File: config.mk
export PLATFORM = sky130hd
export DESIGN_NAME = nibble_handshake_link_master
export DESIGN_NICKNAME = d
export VERILOG_FILES = /design/src/hdl/nhl_pkg.sv /design/src/hdl/nhl_front.sv /design/src/hdl/nhl_back.sv /design/src/hdl/nibble_handshake_link_master.sv
export SDC_FILE = /design/constraint.sdc
export NUM_CORES = 1
export LEC_CHECK = 0
export BUFFER_PORTS_ARGS = -buffer_cell sky130_fd_sc_hd__buf_4
export CAP_MARGIN = 30
export CORE_MARGIN = 8
export CORE_UTILIZATION = 35
export CTS_CLUSTER_DIAMETER = 120
export CTS_CLUSTER_SIZE = 30
export DETAILED_ROUTE_END_ITERATION = 10
export SLEW_MARGIN = 20
export SYNTH_ARGS = -nofsm -noshare
export SYNTH_HDL_FRONTEND = slang
export SYNTH_SLANG_ARGS = --single-unit
File: constraint.sdc
create_clock -name clk -period 4.85 [get_ports clk]
set_input_delay 0.7275 -clock clk [delete_from_list [all_inputs] [get_ports clk]]
set_output_delay 0.7275 -clock clk [all_outputs]
set_load 0.05 [all_outputs]
File: src/hdl/nhl_pkg.sv
`default_nettype none

package nhl_pkg;

    // Bus and wait counter sizes
    localparam int BUS_WIDTH   = 16;
    localparam int COUNT_WIDTH = 24;

    localparam logic [15:0] BUS_MASK  = 16'((17'd1 << BUS_WIDTH) - 17'd1);
    localparam logic [31:0] COUNT_MAX = 32'((33'd1 << COUNT_WIDTH) - 33'd1);

    // Stream word widths
    localparam int IN_WIDTH  = 56;
    localparam int OUT_WIDTH = 40;

    // Configuration port
    localparam int CFG_INDEX_WIDTH = 3;
    localparam int CFG_DATA_WIDTH  = 24;

    localparam logic [CFG_INDEX_WIDTH-1:0] CFG_WIDE_BUS      = 3'd0;
    localparam logic [CFG_INDEX_WIDTH-1:0] CFG_WRITE_CODE    = 3'd1;
    localparam logic [CFG_INDEX_WIDTH-1:0] CFG_READ_CODE     = 3'd2;
    localparam logic [CFG_INDEX_WIDTH-1:0] CFG_START_CODE    = 3'd3;
    localparam logic [CFG_INDEX_WIDTH-1:0] CFG_RESET_CODE    = 3'd4;
    localparam logic [CFG_INDEX_WIDTH-1:0] CFG_TIMEOUT_TICKS = 3'd5;

    // Beat counts and first data beat for each bus mode
    localparam logic [2:0] BEATS_WIDE        = 3'd3;
    localparam logic [2:0] BEATS_NIBBLE      = 3'd7;
    localparam logic [2:0] BEATS_SHORT       = 3'd1;
    localparam logic [2:0] FIRST_DATA_WIDE   = 3'd2;
    localparam logic [2:0] FIRST_DATA_NIBBLE = 3'd5;

    // Command codes on the input stream
    typedef enum logic [2:0] {
        OP_NONE  = 3'd0,
        OP_WRITE = 3'd1,
        OP_READ  = 3'd2,
        OP_START = 3'd3,
        OP_RESET = 3'd4
    } op_t;

    // Link sequencer phases
    typedef enum logic [1:0] {
        PH_IDLE    = 2'd0,
        PH_HIGH    = 2'd1,
        PH_LOW     = 2'd2,
        PH_RELEASE = 2'd3
    } phase_t;

    // Classified tick handed from front to back
    typedef struct packed {
        op_t         op;
        logic [15:0] address;
        logic [15:0] write_data;
        logic        ack_in;
        logic        req_echo_in;
        logic [15:0] bus_in;
    } item_t;

    // Result word, last field in the lowest bits
    typedef struct packed {
        logic [1:0]  pad;
        logic        timeout_error;
        logic [15:0] read_data;
        logic        done_res;
        logic        busy_res;
        logic        bus_drive;
        logic [15:0] bus_out;
        logic        strobe_out;
        logic        req_out;
    } res_t;

endpackage

`default_nettype wire

File: src/hdl/nhl_front.sv
`default_nettype none

module nhl_front
(
    input  wire logic                         clk,
    input  wire logic                         rst_n,
    input  wire logic                         s_tvalid,
    output logic                              s_tready,
    // command, address, write_data, ack_in, req_echo_in, bus_in, zero pad
    input  wire logic [nhl_pkg::IN_WIDTH-1:0] s_tdata,
    output logic                              q_valid,
    output nhl_pkg::item_t                    q_item,
    input  wire logic                         q_pop
);

    nhl_pkg::item_t entry_reg [2];
    logic           wr_ptr_reg;
    logic           rd_ptr_reg;
    logic [1:0]     count_reg;
    logic [1:0]     count_next;
    nhl_pkg::item_t in_item;
    logic           push;

    // Unpack the word and classify the command
    always_comb
    begin
        in_item.address     = s_tdata[18:3];
        in_item.write_data  = s_tdata[34:19];
        in_item.ack_in      = s_tdata[35];
        in_item.req_echo_in = s_tdata[36];
        in_item.bus_in      = s_tdata[52:37];
        case (s_tdata[2:0])
            3'd1:    in_item.op = nhl_pkg::OP_WRITE;
            3'd2:    in_item.op = nhl_pkg::OP_READ;
            3'd3:    in_item.op = nhl_pkg::OP_START;
            3'd4:    in_item.op = nhl_pkg::OP_RESET;
            default: in_item.op = nhl_pkg::OP_NONE;
        endcase
    end

    assign s_tready = (count_reg != 2'd2);
    assign push     = s_tvalid && s_tready;
    assign q_valid  = (count_reg != 2'd0);
    assign q_item   = entry_reg[rd_ptr_reg];

    always_comb
    begin
        count_next = count_reg;
        if (push && !q_pop)
        begin
            count_next = count_reg + 2'd1;
        end
        else if (!push && q_pop)
        begin
            count_next = count_reg - 2'd1;
        end
    end

    // Two-word queue pointers
    always_ff @(posedge clk or negedge rst_n)
    begin
        if (!rst_n)
        begin
            wr_ptr_reg <= 1'b0;
            rd_ptr_reg <= 1'b0;
            count_reg  <= 2'd0;
        end
        else
        begin
            if (push)
            begin
                wr_ptr_reg <= ~wr_ptr_reg;
            end
            if (q_pop)
            begin
                rd_ptr_reg <= ~rd_ptr_reg;
            end
            count_reg <= count_next;
        end
    end

    // Queue storage
    always_ff @(posedge clk)
    begin
        if (push)
        begin
            entry_reg[wr_ptr_reg] <= in_item;
        end
    end

endmodule

`default_nettype wire

File: src/hdl/nhl_back.sv
`default_nettype none

module nhl_back
(
    input  wire logic                                clk,
    input  wire logic                                rst_n,
    input  wire logic                                cfg_we,
    input  wire logic [nhl_pkg::CFG_INDEX_WIDTH-1:0] cfg_index,
    input  wire logic [nhl_pkg::CFG_DATA_WIDTH-1:0]  cfg_data,
    input  wire logic                                q_valid,
    input  wire nhl_pkg::item_t                      q_item,
    output logic                                     q_pop,
    output logic                                     m_tvalid,
    input  wire logic                                m_tready,
    // req_out, strobe_out, bus_out, bus_drive, busy_res, done_res,
    // read_data, timeout_error, zero pad
    output logic [nhl_pkg::OUT_WIDTH-1:0]            m_tdata
);

    // Configuration registers
    logic        wide_bus_reg;
    logic [3:0]  write_code_reg;
    logic [3:0]  read_code_reg;
    logic [3:0]  start_code_reg;
    logic [3:0]  reset_code_reg;
    logic [23:0] timeout_reg;

    // Sequencer state
    nhl_pkg::phase_t                  phase_reg, phase_next;
    nhl_pkg::op_t                     op_reg, op_next;
    logic [2:0]                       beat_reg, beat_next;
    logic [15:0]                      addr_reg, addr_next;
    logic [15:0]                      data_reg, data_next;
    logic [15:0]                      accum_reg, accum_next;
    logic [nhl_pkg::COUNT_WIDTH-1:0]  wait_reg, wait_next;
    logic                             done_next;
    logic                             terr_next;

    logic                             out_valid_reg;
    nhl_pkg::res_t                    out_reg;
    nhl_pkg::res_t                    res_next;

    logic [15:0] bus_m;
    logic [2:0]  first_data;
    logic        rx_now;
    logic [15:0] rx_word;
    logic [31:0] limit;
    logic        limit_hit;
    logic        tx_next;
    logic [2:0]  total_next;
    logic [15:0] word_next;

    function automatic logic [2:0] beats_total(nhl_pkg::op_t op, logic wide);
        logic [2:0] n;
        if (op == nhl_pkg::OP_WRITE || op == nhl_pkg::OP_READ)
        begin
            n = wide ? nhl_pkg::BEATS_WIDE : nhl_pkg::BEATS_NIBBLE;
        end
        else
        begin
            n = nhl_pkg::BEATS_SHORT;
        end
        return n;
    endfunction

    assign q_pop    = q_valid && (!out_valid_reg || m_tready);
    assign m_tvalid = out_valid_reg;
    assign m_tdata  = out_reg;

    // Configuration writes
    always_ff @(posedge clk or negedge rst_n)
    begin
        if (!rst_n)
        begin
            wide_bus_reg   <= 1'b0;
            write_code_reg <= 4'd1;
            read_code_reg  <= 4'd2;
            start_code_reg <= 4'd3;
            reset_code_reg <= 4'd4;
            timeout_reg    <= 24'd1000000;
        end
        else if (cfg_we)
        begin
            case (cfg_index)
                nhl_pkg::CFG_WIDE_BUS:      wide_bus_reg   <= cfg_data[0];
                nhl_pkg::CFG_WRITE_CODE:    write_code_reg <= cfg_data[3:0];
                nhl_pkg::CFG_READ_CODE:     read_code_reg  <= cfg_data[3:0];
                nhl_pkg::CFG_START_CODE:    start_code_reg <= cfg_data[3:0];
                nhl_pkg::CFG_RESET_CODE:    reset_code_reg <= cfg_data[3:0];
                nhl_pkg::CFG_TIMEOUT_TICKS: timeout_reg    <= cfg_data;
                default:                    ;
            endcase
        end
    end

    // Receive beat and wait limit helpers
    always_comb
    begin
        bus_m      = q_item.bus_in & nhl_pkg::BUS_MASK;
        first_data = wide_bus_reg ? nhl_pkg::FIRST_DATA_WIDE : nhl_pkg::FIRST_DATA_NIBBLE;
        rx_now     = (op_reg == nhl_pkg::OP_READ) && (beat_reg >= first_data);
        if (wide_bus_reg)
        begin
            rx_word = bus_m;
        end
        else if (beat_reg == first_data)
        begin
            rx_word = {8'h00, bus_m[3:0], 4'h0};
        end
        else
        begin
            rx_word = {8'h00, accum_reg[7:4], bus_m[3:0]};
        end

        limit = {8'h00, timeout_reg};
        if (limit == 32'd0)
        begin
            limit = 32'd1;
        end
        if (limit > nhl_pkg::COUNT_MAX)
        begin
            limit = nhl_pkg::COUNT_MAX;
        end
        limit_hit = ({1'b0, 32'(wait_reg)} + 33'd1) >= {1'b0, limit};
    end

    // Next state of the sequencer
    always_comb
    begin
        phase_next = phase_reg;
        op_next    = op_reg;
        beat_next  = beat_reg;
        addr_next  = addr_reg;
        data_next  = data_reg;
        accum_next = accum_reg;
        wait_next  = wait_reg;
        done_next  = 1'b0;
        terr_next  = 1'b0;

        case (phase_reg)
            nhl_pkg::PH_HIGH:
            begin
                if (q_item.ack_in)
                begin
                    if (rx_now)
                    begin
                        accum_next = rx_word;
                    end
                    phase_next = nhl_pkg::PH_LOW;
                    wait_next  = '0;
                end
                else if (limit_hit)
                begin
                    phase_next = nhl_pkg::PH_IDLE;
                    done_next  = 1'b1;
                    terr_next  = 1'b1;
                    wait_next  = '0;
                end
                else
                begin
                    wait_next = wait_reg + {{(nhl_pkg::COUNT_WIDTH-1){1'b0}}, 1'b1};
                end
            end
            nhl_pkg::PH_LOW:
            begin
                if (!q_item.ack_in)
                begin
                    beat_next  = beat_reg + 3'd1;
                    phase_next = nhl_pkg::PH_HIGH;
                    wait_next  = '0;
                end
                else if (limit_hit)
                begin
                    phase_next = nhl_pkg::PH_IDLE;
                    done_next  = 1'b1;
                    terr_next  = 1'b1;
                    wait_next  = '0;
                end
                else
                begin
                    wait_next = wait_reg + {{(nhl_pkg::COUNT_WIDTH-1){1'b0}}, 1'b1};
                end
            end
            nhl_pkg::PH_RELEASE:
            begin
                if (!q_item.req_echo_in)
                begin
                    phase_next = nhl_pkg::PH_IDLE;
                    done_next  = 1'b1;
                    wait_next  = '0;
                end
                else if (limit_hit)
                begin
                    phase_next = nhl_pkg::PH_IDLE;
                    done_next  = 1'b1;
                    terr_next  = 1'b1;
                    wait_next  = '0;
                end
                else
                begin
                    wait_next = wait_reg + {{(nhl_pkg::COUNT_WIDTH-1){1'b0}}, 1'b1};
                end
            end
            default:
            begin
                if (q_item.op != nhl_pkg::OP_NONE)
                begin
                    op_next    = q_item.op;
                    addr_next  = q_item.address;
                    data_next  = q_item.write_data;
                    beat_next  = 3'd0;
                    wait_next  = '0;
                    phase_next = nhl_pkg::PH_HIGH;
                end
            end
        endcase

        // past the last beat (also after a bus width change): release
        total_next = beats_total(op_next, wide_bus_reg);
        if ((phase_next == nhl_pkg::PH_HIGH || phase_next == nhl_pkg::PH_LOW)
            && beat_next >= total_next)
        begin
            phase_next = nhl_pkg::PH_RELEASE;
        end
    end

    // Result word from the new state
    always_comb
    begin
        tx_next = !((op_next == nhl_pkg::OP_READ) && (beat_next >= first_data));

        if (beat_next == 3'd0)
        begin
            case (op_next)
                nhl_pkg::OP_WRITE: word_next = {12'h000, write_code_reg};
                nhl_pkg::OP_READ:  word_next = {12'h000, read_code_reg};
                nhl_pkg::OP_START: word_next = {12'h000, start_code_reg};
                default:           word_next = {12'h000, reset_code_reg};
            endcase
        end
        else if (wide_bus_reg)
        begin
            word_next = (beat_next == 3'd1) ? addr_next : data_next;
        end
        else
        begin
            case (beat_next)
                3'd1:    word_next = {12'h000, addr_next[15:12]};
                3'd2:    word_next = {12'h000, addr_next[11:8]};
                3'd3:    word_next = {12'h000, addr_next[7:4]};
                3'd4:    word_next = {12'h000, addr_next[3:0]};
                3'd5:    word_next = {12'h000, data_next[7:4]};
                default: word_next = {12'h000, data_next[3:0]};
            endcase
        end
        word_next = word_next & nhl_pkg::BUS_MASK;

        res_next               = '0;
        res_next.done_res      = done_next;
        res_next.timeout_error = terr_next;
        res_next.read_data     = accum_next;
        case (phase_next)
            nhl_pkg::PH_HIGH, nhl_pkg::PH_LOW:
            begin
                res_next.req_out    = 1'b1;
                res_next.busy_res   = 1'b1;
                res_next.strobe_out = (phase_next == nhl_pkg::PH_HIGH);
                if (tx_next)
                begin
                    res_next.bus_drive = 1'b1;
                    res_next.bus_out   = word_next;
                end
            end
            nhl_pkg::PH_RELEASE:
            begin
                res_next.busy_res = 1'b1;
            end
            default:
            begin
                res_next.busy_res = 1'b0;
            end
        endcase
    end

    // State update, one tick per popped word
    always_ff @(posedge clk or negedge rst_n)
    begin
        if (!rst_n)
        begin
            phase_reg     <= nhl_pkg::PH_IDLE;
            op_reg        <= nhl_pkg::OP_NONE;
            beat_reg      <= 3'd0;
            addr_reg      <= 16'd0;
            data_reg      <= 16'd0;
            accum_reg     <= 16'd0;
            wait_reg      <= '0;
            out_valid_reg <= 1'b0;
        end
        else
        begin
            if (q_pop)
            begin
                phase_reg <= phase_next;
                op_reg    <= op_next;
                beat_reg  <= beat_next;
                addr_reg  <= addr_next;
                data_reg  <= data_next;
                accum_reg <= accum_next;
                wait_reg  <= wait_next;
            end
            if (q_pop)
            begin
                out_valid_reg <= 1'b1;
            end
            else if (m_tready)
            begin
                out_valid_reg <= 1'b0;
            end
        end
    end

    // Output register
    always_ff @(posedge clk)
    begin
        if (q_pop)
        begin
            out_reg <= res_next;
        end
    end

`ifndef SYNTHESIS
    a_idle_count_clear: assert property (@(posedge clk) disable iff (!rst_n)
        phase_reg == nhl_pkg::PH_IDLE |-> wait_reg == '0)
        else $error("wait counter not cleared in idle");

    a_done_goes_idle: assert property (@(posedge clk) disable iff (!rst_n)
        q_pop |=> (!out_reg.done_res || phase_reg == nhl_pkg::PH_IDLE))
        else $error("done reported while a transaction continues");

    a_busy_tracks_phase: assert property (@(posedge clk) disable iff (!rst_n)
        q_pop |=> out_reg.busy_res == (phase_reg != nhl_pkg::PH_IDLE))
        else $error("busy flag disagrees with sequencer phase");

    a_bus_quiet: assert property (@(posedge clk) disable iff (!rst_n)
        out_valid_reg && !out_reg.bus_drive |-> out_reg.bus_out == 16'd0)
        else $error("bus value shown while not driving");
`endif

endmodule

`default_nettype wire

File: src/hdl/nibble_handshake_link_master.sv
// Request/strobe/acknowledge link master, host side.
// Each input word is one sampling tick of the link: an optional command
// (write, read, start, reset) with address and data, plus the sampled ack,
// request echo and bus lines. Each output word gives the line values to
// drive for that tick together with busy, done, read data and timeout.
// One word in gives exactly one word out, in order.
// Throughput: one word per cycle while the output register is free or the
// receiver takes it. The front classifies the command and holds up to two
// words in a queue; the back sequencer updates its state and loads the
// output register for each word it pops. An accepted word passes a queue
// entry, then the output register, and leaves when m_tready is high.
// When the receiver stalls, the output register holds its word, the queue
// fills, and s_tready drops once both queue entries are taken.
// Reset clears the queue and output valid, returns the sequencer to idle
// and loads the default command codes, nibble bus mode and the timeout.
// Configuration: cfg_we writes cfg_data into register cfg_index (wide_bus,
// write, read, start, reset codes, timeout ticks); write only while idle.
`default_nettype none

module nibble_handshake_link_master
(
    input  wire logic                                clk,
    input  wire logic                                rst_n,
    input  wire logic                                cfg_we,
    input  wire logic [nhl_pkg::CFG_INDEX_WIDTH-1:0] cfg_index,
    input  wire logic [nhl_pkg::CFG_DATA_WIDTH-1:0]  cfg_data,
    input  wire logic                                s_tvalid,
    output logic                                     s_tready,
    // command, address, write_data, ack_in, req_echo_in, bus_in, zero pad
    input  wire logic [nhl_pkg::IN_WIDTH-1:0]        s_tdata,
    output logic                                     m_tvalid,
    input  wire logic                                m_tready,
    // req_out, strobe_out, bus_out, bus_drive, busy_res, done_res,
    // read_data, timeout_error, zero pad
    output logic [nhl_pkg::OUT_WIDTH-1:0]            m_tdata
);

    logic           q_valid;
    logic           q_pop;
    nhl_pkg::item_t q_item;

    // Accept and classify
    nhl_front u_front
    (
        .clk      (clk),
        .rst_n    (rst_n),
        .s_tvalid (s_tvalid),
        .s_tready (s_tready),
        .s_tdata  (s_tdata),
        .q_valid  (q_valid),
        .q_item   (q_item),
        .q_pop    (q_pop)
    );

    // Link sequencer and result register
    nhl_back u_back
    (
        .clk       (clk),
        .rst_n     (rst_n),
        .cfg_we    (cfg_we),
        .cfg_index (cfg_index),
        .cfg_data  (cfg_data),
        .q_valid   (q_valid),
        .q_item    (q_item),
        .q_pop     (q_pop),
        .m_tvalid  (m_tvalid),
        .m_tready  (m_tready),
        .m_tdata   (m_tdata)
    );

endmodule

`default_nettype wire

======== Yosys cells after proc, flatten, opt, wreduce, memory -nomap -nowiden ========
Memory sizes are Yosys's and may differ from the RTL's.
Index checks and enable logic that the tools add are counted.
storage, ports and cells
  bits in registers ....................... 164
  latch bits .............................. 0
  bits in writable memories ............... 106
  memory bits (read-only) ................. 0
  output and inout bits ................... 42
  memories ................................ 1
memories
  name               depth  width  read ports  clocked after Yosys merged registers in  wr ports  RTL line         text
  u_front.entry_reg  2      53     1           0                                        1         nhl_front.sv:16  nhl_pkg::item_t entry_reg [2];
operators by class
  add/subtract/negate cells ............... 5
  multipliers ............................. 0
  div/mod/pow operators ................... 0
  order comparisons ....................... 5
  equal/unequal tests ..................... 28
  shift operators ......................... 0
  muxes and demuxes ....................... 54
  bitwise gates (word level) .............. 3
  reductions and logical operators ........ 33
operators with widths
  kind                                                   number
  2-to-1 mux 16 bit                                      11
  2-to-1 mux 24 bit                                      7
  case mux 24 bit (3 select lines)                       1
  greater-or-equal comparator 33 x 24 -> 1 bit           1
  == test 3 x 2 -> 1 bit, second input constant          9
  adder 24 x 1 -> 25 bit, second input constant          1
  adder 24 x 1 -> 24 bit, second input constant          1
  greater-than comparator 24 bit, second input constant  1
  zero test 24 bit                                       1
  2-to-1 mux 3 bit                                       7
  case mux 4 bit (5 select lines)                        1
  2-to-1 mux 17 bit                                      1
  2-to-1 mux 2 bit                                       8
  == test 3 bit, second input constant                   5
  AND reduction 2 bit                                    7
  == test 3 x 1 -> 1 bit, second input constant          4
  case mux 3 bit (4 select lines)                        1
  case mux 4 bit (3 select lines)                        1
  2-to-1 mux 1 bit                                       11
  == test 2 bit, second input constant                   5
  greater-or-equal comparator 3 bit                      3
  2-to-1 mux 8 bit                                       1
  logical AND 1 bit                                      7
  == test 2 x 1 -> 1 bit, second input constant          3
  17 further kinds                                       30

======== Depth between registers and ports, before layout ========
Gate-level depths: netlist (run 1).
  depth in word-level cells ............... 16
  gate-level depth with buffers ........... 25

======== Modules after synthesis ========
A second synthesis (run 1) with hierarchy kept.
second synthesis, totals
  cell total of the unflattened synthesis .. 974
  area, all modules ....................... 13201.4 µm²
modules (own cells, without submodules)
  module     times used  cells an instance  area each (µm²)  sequential area each (µm²)
  nhl_back   1           788                8912.3           4209.0
  nhl_front  1           186                4289.1           3283.1

======== Worst setup path after synthesis (run 1) ========
No wires, ideal clock.
  kind .................................... register -> register
  start point ............................. register u_back.wait_reg[5] in the netlist's numbering
  end point ............................... register u_back.out_reg (netlist bit u_back.m_tdata[5]), data pin
  setup time .............................. 0.158 ns
  data arrival time ....................... 4.993 ns
  required time ........................... 4.692 ns
  slack ................................... -0.301 ns
  stages on the path, launching flop included .. 24
  path buffers ............................ 1
  path through ............................ dfrtp_1 and3_1 nand4_1 nor2_1 nand2_1 or3_1 nand2_1 ha_1 nand3_1 nor4_1 a211oi_1 o221ai_1 and3b_1 clkbuf_1 a21oi_1 ha_1 nand2_1 o21ai_0 a311o_1 ha_1 a41o_1 a211oi_1 o221ai_1 o211ai_1
between the ends
  cells in the longest elaborated chain, start to end .. 13
  elaborated cells on any way between the ends .. 17
  classes of those cells .................. 1 x add/sub; 1 x order compare; 4 x eq/ne; 6 x mux; 1 x bitwise; 4 x reduce/logical
RTL lines
  item                                                     RTL line                                           text
  start, declared                                          nhl_back.sv:35                                     logic [nhl_pkg::COUNT_WIDTH-1:0] wait_reg, wait_next;
  start signal, assigned                                   nhl_back.sv:309                                    wait_reg <= wait_next;
  adder 24 x 1 -> 25 bit (*)                               nhl_back.sv:124                                    limit_hit = ({1'b0, 32'(wait_reg)} + 33'd1) >= {1'b0, limit};
  greater-or-equal comparator 33 x 24 -> 1 bit (*)         nhl_back.sv:124
  2-to-1 mux 2 bit (*)                                     nhl_back.sv:152, nhl_back.sv:172, nhl_back.sv:192
  2-to-1 mux 2 bit, on equally long branches               nhl_back.sv:186, nhl_back.sv:143, nhl_back.sv:166
  case mux 2 bit (3 select lines) (*)                      nhl_back.sv:140                                    case (phase_reg)
  == test 2 x 1 -> 1 bit or == test 2 bit (tied branches)  nhl_back.sv:220                                    if ((phase_next == nhl_pkg::PH_HIGH || phase_next == nhl_pkg::PH_LOW)
  logical OR 1 bit                                         nhl_back.sv:220
  logical AND 1 bit                                        nhl_back.sv:221                                    && beat_next >= total_next)
  2-to-1 mux 2 bit (*)                                     nhl_back.sv:220
  via u_back.phase_next[0]                                 nhl_back.sv:29                                     nhl_pkg::phase_t phase_reg, phase_next;
  == test 2 bit or == test 2 x 1 -> 1 bit (tied branches)  nhl_back.sv:262                                    case (phase_next)
  OR reduction 2 bit (*)                                   --
  NOT 1 bit (no source line) (*)                           --
  OR reduction 2 bit (no source line) (*)                  --
  end signal, assigned                                     nhl_back.sv:327                                    out_reg <= res_next;
  end, declared                                            nhl_back.sv:40                                     nhl_pkg::res_t out_reg;
The timed path passes the listed nets; every way through them passes the cells marked *.
A chain may end at the register's enable or synchronous reset.

======== Worst setup path in the final report (run 1) ========
  start point ............................. register u_back.wait_reg[4] in the netlist's numbering
  end point ............................... register u_back.out_reg (netlist bit u_back.m_tdata[4]), data pin
The elaborated chain is that of the path after synthesis.

==> impl_metrics.py, run 1 <==
metrics = {
    "run_status": {
        "status": "finished, violations left",
        "violations": "negative setup slack",
    },
    "final_layout": {
        "fin_nets": 1381,
        "fill_cells": 3430,
        "final_common_cell": "buf_4",
        "n_antenna_cell": 0,
        "final_cell_mix": "191 x buf_4, 144 x edfxtp_1, 143 x nand2_1",
        "area_delta_synth_final_pct": 19.05,
        "largest_register_ffs": 106,
        "layout-drive-gt1-share": 0.2586,
        "layout.cells.non_filler": 1725,
    },
    "routing": {
        "num_vias": 8592,
        "wl_per_cell_um": 17.33,
        "drtIter0Drc": 682,
        "ant_nets": 0,
        "via_per_inst": 4.981,
        "drc_errors": 0,
        "dr.pass1.iters": 4,
        "wl_mm": 29.90,
    },
    "critical_path": {
        "path_delay_family": "simple AND/OR/NAND/NOR gates",
        "critPathKind": "reg2reg",
        "reg2reg_setup_slack_ns": -0.08,
        "cp_max_fo": 5,
        "startpoint_type": "flip-flop",
        "cpPeakStageDelay_ns": 0.40,
        "r2r-end": "u_back.m_tdata[4]$_SDFFCE_PP0P_",
        "reg2reg_from": "u_back.wait_reg[4]$_DFFE_PN0P_",
        "crit_required_ns": 5.22,
        "crit_chain": "and3_4, nand4_1, nor2_4, buf_6, and3_4, xor2_2, ha_1, nand4_1, nor4_4, a211oi_2, o221ai_1, and3b_2, a31oi_1, ha_1, nand2_1, o21ai_2, a311o_1, ha_4, a41o_4, a211oi_4, buf_4, o221ai_2, o21ai_1",
        "reg2regPathDepth": 23,
        "cp_num_buf_inv": 2,
        "end_kind": "flip-flop",
        "crit_path_top_delay_cell": "dfrtp_1",
        "critPathArrivalTime_ns": 5.30,
    },
    "pwr": {
        "peakVddDrop_uv": 348.7,
        "power.leakage_nw": 6.322,
        "power_density_nw_per_um2": 595.1,
        "total_power_mw": 9.076,
    },
    "clock_network": {
        "clkTransAtPathRegs_ns": 0.12,
        "numCtsBuffers": 12,
        "clock_path_buffers": 3,
        "htreeDepth": 1,
        "cts_hold_buf": 0,
        "clkLatencyLatePin_ns": 0.52,
        "cts_sinks": 270,
        "root_buffer": "clkbuf_16",
        "cts_tree": "yes",
    },
    "yosys": {
        "synthArstFlopShare": 0.4667,
        "ys_ff_latch": 270,
        "ys_types": 64,
        "synth_top_area_cell": "edfxtp_1",
        "synthCells": 1089,
        "yosys-top-cells-area": "edfxtp_1 34%, dfrtp_1 22%, mux2_2 5.6%",
        "yosys_warnings": 0,
        "yosysTopAreaCellShare": 0.3375,
        "synth-edff-count": 144,
        "yosysSeqAreaShare": 0.5848,
        "synth_area_sq_um": 12810,
        "synthFlopType": "edfxtp_1",
        "synth_area_per_cell_sq_um": 11.76,
    },
    "timing": {
        "hold_viol": 0,
        "worst_pin_slew_ns": 0.8808,
        "slew_viol_final": 0,
        "maxSlewHeadroom": 0.4128,
        "setup_ws_ns": -0.07858,
        "rsz0062_at_grt": "yes",
        "period_needed_ns": 4.929,
        "skew_ns": 0.04402,
        "fmaxAchievable_mhz": 202.9,
        "layout_worst_path_cycle_share": 1.016,
        "setup_viol": 3,
    },
    "global_route": {
        "grt_usage": 0.1351,
        "grt_pass1_vias": 8801,
        "grt_pass1_wl_mm": 48.01,
        "grt-ovfl-total": 0,
        "grt_max_degree": 79,
        "antenna_found_initial": 0,
    },
    "floorplan": {
        "die_w_um": 207.3,
        "io_pins": 130,
        "core_area_sq_um": 36350,
        "start_util": 0.3525,
        "die-area_sq_um": 42980,
        "rows": 70,
        "die_h_um": 207.3,
    },
    "placement": {
        "gp_congestion": 0.8163,
        "port_buffers": 124,
        "dp_cells": 1697,
        "dp_hpwl_mm": 21.62,
    },
    "flow_run": {
        "drv_cap": 0,
    },
    "worst_hold_path": {
        "min_path_type": "in2async",
    },
}
layout make-up:
type | count | area [sq um] | area share
Inverter | 42 | 157.7 | 0.01034
Timing Repair Buffer | 196 | 1516 | 0.09943
Tap cell | 468 | 585.6 | 0.03839
Sequential cell | 270 | 7496 | 0.4915
Clock buffer | 19 | 326.6 | 0.02141
Multi-Input combinational cell | 729 | 5154 | 0.3379
Clock inverter | 1 | 16.27 | 0.001066
worst reg2reg max path: stages (launching register included):
cell,delay [ns]
dfrtp_1,0.40
and3_4,0.19
nand4_1,0.17
nor2_4,0.21
buf_6,0.12
and3_4,0.18
xor2_2,0.07
ha_1,0.28
nand4_1,0.17
nor4_4,0.36
a211oi_2,0.11
o221ai_1,0.10
and3b_2,0.28
a31oi_1,0.18
ha_1,0.27
nand2_1,0.08
o21ai_2,0.06
a311o_1,0.37
ha_4,0.27
a41o_4,0.29
a211oi_4,0.22
buf_4,0.17
o221ai_2,0.08
o21ai_1,0.16
routing by layer:
layer	track usage	wire length, um
met2	0.2446	15410
met3	0.01630	789
met5	0	0
met1	0.1735	13260
met4	0.02169	433
how the worst max path moves through the flow:
stage	from	endpoint	slack, ns	cells after the start
floorplan	u_back.wait_reg[0]$_DFFE_PN0P_	u_back.m_tdata[5]$_SDFFCE_PP0P_	0.002	23
global placement	u_back.wait_reg[0]$_DFFE_PN0P_	u_back.m_tdata[5]$_SDFFCE_PP0P_	-0.16	22
detailed placement	u_back.wait_reg[0]$_DFFE_PN0P_	u_back.m_tdata[5]$_SDFFCE_PP0P_	-0.29	22
CTS	u_back.wait_reg[4]$_DFFE_PN0P_	u_back.m_tdata[5]$_SDFFCE_PP0P_	0	23
global route	u_back.wait_reg[3]$_DFFE_PN0P_	u_back.m_tdata[4]$_SDFFCE_PP0P_	-0.36	23
finish	u_back.wait_reg[4]$_DFFE_PN0P_	u_back.m_tdata[4]$_SDFFCE_PP0P_	-0.08	23
cell usage after synthesis, types with 4 or more instances:
master      n
a21oi_1    52
nand2_1   145
a221o_1     5
dfrtp_1   114
ha_1       42
a222oi_1    4
o21ai_0    72
o221ai_1    5
nor4_1      8
o31ai_1    13
o22ai_1     4
a211oi_1    4
nand3_1    24
mux2_1      8
a31oi_1     4
a22oi_1     4
mux2_2     64
edfxtp_1  144
nor2b_1    12
mux2i_1    58
xor2_1      9
o21ai_1     6
a21o_1     13
nor2_1     68
dfstp_2    12
or3_1       4
and3_1      7
buf_2      10
inv_1      41
clkbuf_1   28
xnor2_1    17
nand4_1    13
a32oi_1     7
buf_1       7
nand2b_1   15
where the power goes:
part | internal, mW | switching [mW] | total, mW | leakage [nW]
clock | 0.480 | 0.698 | 1.18 | 0.163
sequential | 3.17 | 0.332 | 3.51 | 2.94
combinational | 1.64 | 2.75 | 4.39 | 3.22
logic make-up after synthesis:
kind of cell / synth area share
xor+xnor: 0.01778
buf+inv: 0.02910
flops: 0.5848
fa+ha+maj: 0.04102
compound gates: 0.1060
simple gates: 0.1124
other cells: 0.0002927
mux: 0.1086
metrics by stage:
stage	TNS (ns)	hold slack (ns)	instance area (sq um)	setup WS (ns)	util
2_1_floorplan	0	0.4319	12850	0.001876	-
3_3_place_gp	-0.6274	0.4565	14670	-0.1550	0.4035
3_5_place_dp	-2.636	0.4648	14690	-0.2890	0.4041
4_1_cts	0	0.1810	15110	0	0.4157
5_1_grt	-3.905	0.1947	15250	-0.3618	0.4196
6_report	-0.1993	0.1837	15250	-0.07858	0.4196
timing repair:
item                                    in CTS  in global routing
resized for setup                           13                 17
pin swaps                                    8                 20
buffers inserted                             2                  5
endpoints found under the setup margin      16                 16
Note: power is estimated with default switching activity, not from simulation.
==> run 2: changes to the inputs <==
--- a/config.mk
+++ b/config.mk
@@ -9,9 +9,10 @@
 export CAP_MARGIN = 30
 export CORE_MARGIN = 8
 export CORE_UTILIZATION = 35
-export CTS_CLUSTER_DIAMETER = 120
+export CTS_CLUSTER_DIAMETER = 50
 export CTS_CLUSTER_SIZE = 30
 export DETAILED_ROUTE_END_ITERATION = 10
+export SETUP_SLACK_MARGIN = 0.1
 export SLEW_MARGIN = 20
 export SYNTH_ARGS = -nofsm -noshare
 export SYNTH_HDL_FRONTEND = slang
==> impl_metrics.py, run 2 (synthesis gave the netlist of run 1 again) <==
metrics = {
    "global_route": {
        "grt_pass1_vias": 9319,
        "antenna_found_initial": 1,
        "grt-ovfl-total": 0,
        "grt_pass1_wl_mm": 50.82,
        "grt_max_degree": 79,
        "grt_usage": 0.1451,
    },
    "clock_network": {
        "cts_tree": "yes",
        "clkLatencyLatePin_ns": 0.56,
        "numCtsBuffers": 36,
        "cts_sinks": 270,
        "root_buffer": "clkbuf_16",
        "cts_hold_buf": 0,
        "clock_path_buffers": 3,
        "clkTransAtPathRegs_ns": 0.07,
        "htreeDepth": 2,
    },
    "critical_path": {
        "cpPeakStageDelay_ns": 0.36,
        "crit_required_ns": 5.25,
        "startpoint_type": "flip-flop",
        "reg2reg_from": "u_back.wait_reg[6]$_DFFE_PN0P_",
        "reg2reg_setup_slack_ns": 0.05,
        "r2r-end": "u_back.m_tdata[3]$_SDFFCE_PP0P_",
        "reg2regPathDepth": 22,
        "critPathKind": "reg2reg",
        "critPathArrivalTime_ns": 5.20,
        "end_kind": "flip-flop",
        "crit_path_top_delay_cell": "dfrtp_1",
        "cp_max_fo": 5,
        "crit_chain": "and3_4, nand4_1, nor2_2, nand2_2, buf_6, xnor2_1, ha_1, nand4_1, nor4_4, a211oi_2, o221ai_2, and3b_2, a31oi_2, ha_1, nand2_1, o21ai_2, a311o_1, ha_4, a41o_4, a211oi_4, o221ai_1, o21ai_1",
    },
    "flow_run": {
        "drv_cap": 0,
    },
    "floorplan": {
        "die_h_um": 207.3,
        "io_pins": 130,
        "die-area_sq_um": 42980,
        "die_w_um": 207.3,
        "rows": 70,
        "core_area_sq_um": 36350,
        "start_util": 0.3525,
    },
    "routing": {
        "via_per_inst": 5.003,
        "drc_errors": 0,
        "wl_mm": 31.19,
        "drtIter0Drc": 477,
        "dr.pass1.iters": 5,
        "ant_nets": 0,
        "wl_per_cell_um": 17.36,
        "num_vias": 8991,
    },
    "final_layout": {
        "layout-drive-gt1-share": 0.3238,
        "largest_register_ffs": 106,
        "area_delta_synth_final_pct": 28.99,
        "fin_nets": 1430,
        "final_cell_mix": "216 x buf_4, 144 x edfxtp_1, 139 x nand2_1",
        "final_common_cell": "buf_4",
    },
    "pwr": {
        "power.leakage_nw": 6.929,
        "total_power_mw": 10.77,
        "peakVddDrop_uv": 375.0,
        "power_density_nw_per_um2": 651.6,
    },
    "timing": {
        "setup_viol": 0,
        "period_needed_ns": 4.796,
        "worst_pin_slew_ns": 0.9109,
        "skew_ns": 0.03427,
        "timing.hold.ws_ns": 0.2538,
        "fmaxAchievable_mhz": 208.5,
        "rsz0062_at_grt": "yes",
        "layout_worst_path_cycle_share": 0.9888,
        "maxSlewHeadroom": 0.3771,
        "slew_viol_final": 0,
        "hold_viol": 0,
    },
    "placement": {
        "gp_congestion": 0.8398,
        "dp_hpwl_mm": 21.07,
        "port_buffers": 124,
    },
    "run_status": {
        "status": "completed",
    },
    "worst_hold_path": {
        "min_path_type": "in2async",
    },
}
-- run 2: cell count changes in the layout (fill, tap and decap cells not counted), moves of 4 or more --
cell       previous run  this run
nand2_1             143       139
nor2_2                2         7
clkinv_2              0         4
clkbuf_1              7         0
buf_4               191       216
nand2_2               0         5
clkbuf_16            12        38
inv_8                 0         5
inv_6                 0         4
nor2_1               63        59
-- run 2: power breakdown --
part | switching [mW] | internal (mW)
Clock | 1.15 | 1.67
Combinational | 2.75 | 1.65
Sequential | 0.367 | 3.18
Total | 4.26 | 6.50
-- run 2: area by class of cell --
| class | count | area, sq um |
|---|---|---|
| fillers | 3297 | 19820 |
| flip-flops and latches | 270 | 7496 |
| multi-input cells | 729 | 5300 |
| repair buffers | 221 | 1687 |
| clock buffers | 39 | 964.7 |
| well taps | 468 | 585.6 |
| clock inverters | 27 | 331.6 |
| inverters | 42 | 157.7 |
| diodes | 1 | 2.502 |
-- run 2: how the worst max path moves through the flow --
stage | endpoint | slack (ns) | startpoint | cells after the start
finish | u_back.m_tdata[3]$_SDFFCE_PP0P_ | 0.05 | u_back.wait_reg[6]$_DFFE_PN0P_ | 22
CTS | u_back.m_tdata[5]$_SDFFCE_PP0P_ | 0.06 | u_back.wait_reg[1]$_DFFE_PN0P_ | 22
global placement | u_back.m_tdata[5]$_SDFFCE_PP0P_ | -0.10 | u_back.wait_reg[1]$_DFFE_PN0P_ | 22
floorplan | u_back.m_tdata[5]$_SDFFCE_PP0P_ | 0.11 | u_back.wait_reg[5]$_DFFE_PN0P_ | 23
detailed placement | u_back.m_tdata[5]$_SDFFCE_PP0P_ | -0.18 | u_back.wait_reg[0]$_DFFE_PN0P_ | 22
global route | u_back.m_tdata[3]$_SDFFCE_PP0P_ | -0.22 | u_back.wait_reg[1]$_DFFE_PN0P_ | 21
-- run 2: critical path, delay by kind of cell, from the launching register on --
| kind | cells | cell delay [ns] |
|---|---|---|
| AOI/OAI and AO/OA | 9 | 1.68 |
| and+or+nand+nor | 8 | 1.50 |
| adders and majority gates | 3 | 0.86 |
| DFF | 1 | 0.36 |
| buffers and inverters | 1 | 0.13 |
| xor gates and xnor gates | 1 | 0.12 |
-- run 2: routing by layer --
layer | vias up | GRT usage | part of all wire
met4 | 0 | 0.04930 | 0.024
li1 | 4394 | - | -
met2 | 172 | 0.2434 | 0.49
met1 | 4372 | 0.1820 | 0.44
met5 | - | 0 | 0
met3 | 53 | 0.03412 | 0.040
-- run 2: metrics by stage --
step / TNS, ns / cells / area [sq um] / util / worst slack (ns)
4_1_cts: 0 / 1795 / 16410 / 0.4514 / 0.05695
3_5_place_dp: -1.426 / 1694 / 14660 / 0.4034 / -0.1751
5_1_grt: -1.153 / 1797 / 16520 / 0.4546 / -0.2218
3_3_place_gp: -0.7211 / 1694 / 14660 / 0.4034 / -0.1042
6_report: 0 / 1797 / 16520 / 0.4546 / 0.05443
2_1_floorplan: 0 / 1090 / 12860 / - / 0.1072
-- run 2: timing repair --
item | CTS | global route
pin swaps | 34 | 16
endpoints found under the setup margin | 16 | 17
gates resized for setup | 35 | 23
setup buffers | 36 | 5
==> run 3: changes to the inputs <==
==> constraint.sdc (replaced) <==
create_clock -name clk -period 4.35 [get_ports clk]
set_input_delay 0.6525 -clock clk [delete_from_list [all_inputs] [get_ports clk]]
set_output_delay 0.6525 -clock clk [all_outputs]
set_load 0.05 [all_outputs]
==> impl_metrics.py, run 3 (synthesis gave the netlist of run 1 again) <==
metrics = {
    "clock_network": {
        "cts_sinks": 270,
        "root_buffer": "clkbuf_16",
        "cts_tree": "yes",
        "clkTransAtPathRegs_ns": 0.07,
        "numCtsBuffers": 31,
        "clock_path_buffers": 3,
        "clkLatencyLatePin_ns": 0.59,
        "htreeDepth": 1,
    },
    "timing": {
        "layout_worst_path_cycle_share": 1.098,
        "worst_pin_slew_ns": 0.9114,
        "setup_viol": 16,
        "timing.hold.ws_ns": 0.1594,
        "fmaxAchievable_mhz": 209.3,
        "rsz0062_at_grt": "yes",
        "maxSlewHeadroom": 0.3924,
        "setup_ws_ns": -0.4284,
        "skew_ns": 0.01857,
        "slew_viol_final": 0,
        "hold_viol": 0,
        "setup-tns-final_ns": -6.471,
        "period_needed_ns": 4.778,
    },
    "placement": {
        "port_buffers": 124,
        "gp_congestion": 0.8184,
        "placed_cell_area_sq_um": 14950,
        "dp_hpwl_mm": 22.09,
        "dpl_worst_slack_ns": -0.6314,
    },
    "floorplan": {
        "die_w_um": 207.3,
        "io_pins": 130,
        "start_util": 0.3525,
        "die_h_um": 207.3,
        "rows": 70,
        "die-area_sq_um": 42980,
        "core_area_sq_um": 36350,
    },
    "pwr": {
        "intPower_mw": 7.076,
        "clkPwrFrac": 0.231,
        "peakVddDrop_uv": 432.9,
        "p_seq_frac": 0.327,
        "switchingPower_mw": 4.863,
        "power_density_nw_per_um2": 725.6,
        "combPwrFrac": 0.442,
        "power.leakage_nw": 6.887,
        "p_sw_frac": 0.4073,
    },
    "critical_path": {
        "cpPeakStageDelay_ns": 0.39,
        "reg2reg_from": "u_back.wait_reg[2]$_DFFE_PN0P_",
        "crit_path_top_delay_cell": "dfrtp_1",
        "startpoint_type": "flip-flop",
        "end_kind": "flip-flop",
        "r2r-end": "u_back.m_tdata[10]$_SDFFCE_PP0P_",
        "cp_num_buf_inv": 3,
        "path_delay_family": "compound AO/OA/AOI/OAI gates",
        "critPathArrivalTime_ns": 5.24,
        "critPathKind": "reg2reg",
        "crit_required_ns": 4.81,
        "reg2regPathDepth": 24,
        "cp_max_fo": 6,
        "reg2reg_setup_slack_ns": -0.43,
        "crit_chain": "buf_4, and4_4, nand2_4, or2_1, nor2_1, xnor2_1, ha_1, a21o_1, a21o_1, a21oi_2, o221ai_1, and3b_2, a31oi_1, ha_1, nand2_1, o21ai_2, a311o_1, ha_4, a41o_4, buf_4, a21oi_2, nand2_2, clkbuf_16, nor2_4",
    },
    "final_layout": {
        "fin_nets": 1431,
        "fill_cells": 3318,
        "finalInstanceArea_sq_um": 16450,
        "multi_input_area_sq_um": 5338,
        "register_area_sq_um": 7496,
        "area_delta_synth_final_pct": 28.43,
        "final_common_cell": "buf_4",
        "final_cell_mix": "222 x buf_4, 144 x edfxtp_1, 140 x nand2_1",
        "n_antenna_cell": 0,
        "largest_register_ffs": 106,
        "layout-drive-gt1-share": 0.3205,
    },
    "routing": {
        "drtIter0Drc": 653,
        "ant_nets": 0,
        "num_vias": 8970,
        "dr.pass1.iters": 5,
        "drc_errors": 0,
        "wl_mm": 31.68,
        "wl_per_cell_um": 17.66,
        "via_per_inst": 5.000,
    },
    "run_status": {
        "violations": "negative setup slack",
        "status": "finished, violations left",
    },
    "global_route": {
        "grt_usage": 0.1434,
        "grt-ovfl-total": 0,
        "antenna_found_initial": 1,
        "grt_max_degree": 66,
        "grt_pass1_vias": 9380,
        "grt_pass1_wl_mm": 50.60,
    },
    "worst_hold_path": {
        "min_path_type": "in2async",
    },
    "flow_run": {
        "drv_cap": 0,
    },
}
==> run 3: cell count changes in the layout (fill, tap and decap cells not counted), sizes merged <==
cell    previous run  this run
clkbuf            39        33
clkinv             9        10
bufinv             3         1
diode              1         0
buf              221       226
==> run 3: metrics by stage <==
step	utilization	instances	power (mW)
floorplan	-	1090	7.144
global placement	0.4113	1728	8.653
detailed placement	0.4113	1728	8.740
CTS	0.4473	1790	11.69
global route	0.4527	1794	12.66
finish	0.4527	1794	11.94
==> run 3: how the worst max path moves through the flow <==
stage / from / to / slack (ns) / cells after the start
floorplan: u_back.wait_reg[0]$_DFFE_PN0P_ / u_back.m_tdata[5]$_SDFFCE_PP0P_ / -0.32 / 23
global placement: u_back.wait_reg[1]$_DFFE_PN0P_ / u_back.m_tdata[3]$_SDFFCE_PP0P_ / -0.47 / 23
detailed placement: u_back.wait_reg[2]$_DFFE_PN0P_ / u_back.m_tdata[3]$_SDFFCE_PP0P_ / -0.63 / 23
CTS: u_back.wait_reg[2]$_DFFE_PN0P_ / u_back.m_tdata[5]$_SDFFCE_PP0P_ / -0.47 / 22
global route: u_back.wait_reg[4]$_DFFE_PN0P_ / u_back.m_tdata[5]$_SDFFCE_PP0P_ / -0.73 / 24
finish: u_back.wait_reg[2]$_DFFE_PN0P_ / u_back.m_tdata[10]$_SDFFCE_PP0P_ / -0.43 / 24
==> run 3: layout make-up <==
class	instances	area share
Tap cell	468	0.03559
Sequential cell	270	0.4556
Inverter	42	0.009582
Clock buffer	32	0.04867
Multi-Input combinational cell	729	0.3244
Clock inverter	26	0.01954
Timing Repair Buffer	227	0.1066
==> run 3: per-layer routing <==
| layer | track usage | vias up | share of wire |
|---|---|---|---|
| li1 | - | 4401 | - |
| met4 | 0.03303 | 2 | 0.022 |
| met3 | 0.02717 | 43 | 0.037 |
| met5 | 0 | - | 0.00032 |
| met2 | 0.2553 | 148 | 0.50 |
| met1 | 0.1778 | 4376 | 0.44 |
==> run 3: power by group through the flow <==
stage          Sequential, mW  Clock (mW)  Combinational (mW)
6_report                 3.91        2.76                5.27
5_1_grt                  3.98        2.92                5.76
4_1_cts                  3.92        2.82                4.96
3_5_place_dp             3.96           0                4.78
3_3_place_gp             3.94           0                4.72
2_1_floorplan            4.34           0                2.81
==> run 3: repair_timing <==
action | CTS | global route
gates resized for setup | 34 | 29
hold endpoints to repair | 0 | 0
buffers inserted | 4 | 3
setup endpoints to repair | 19 | 19
pin swaps | 12 | 13
hold buffers | 0 | 0
cloned | 0 | 1
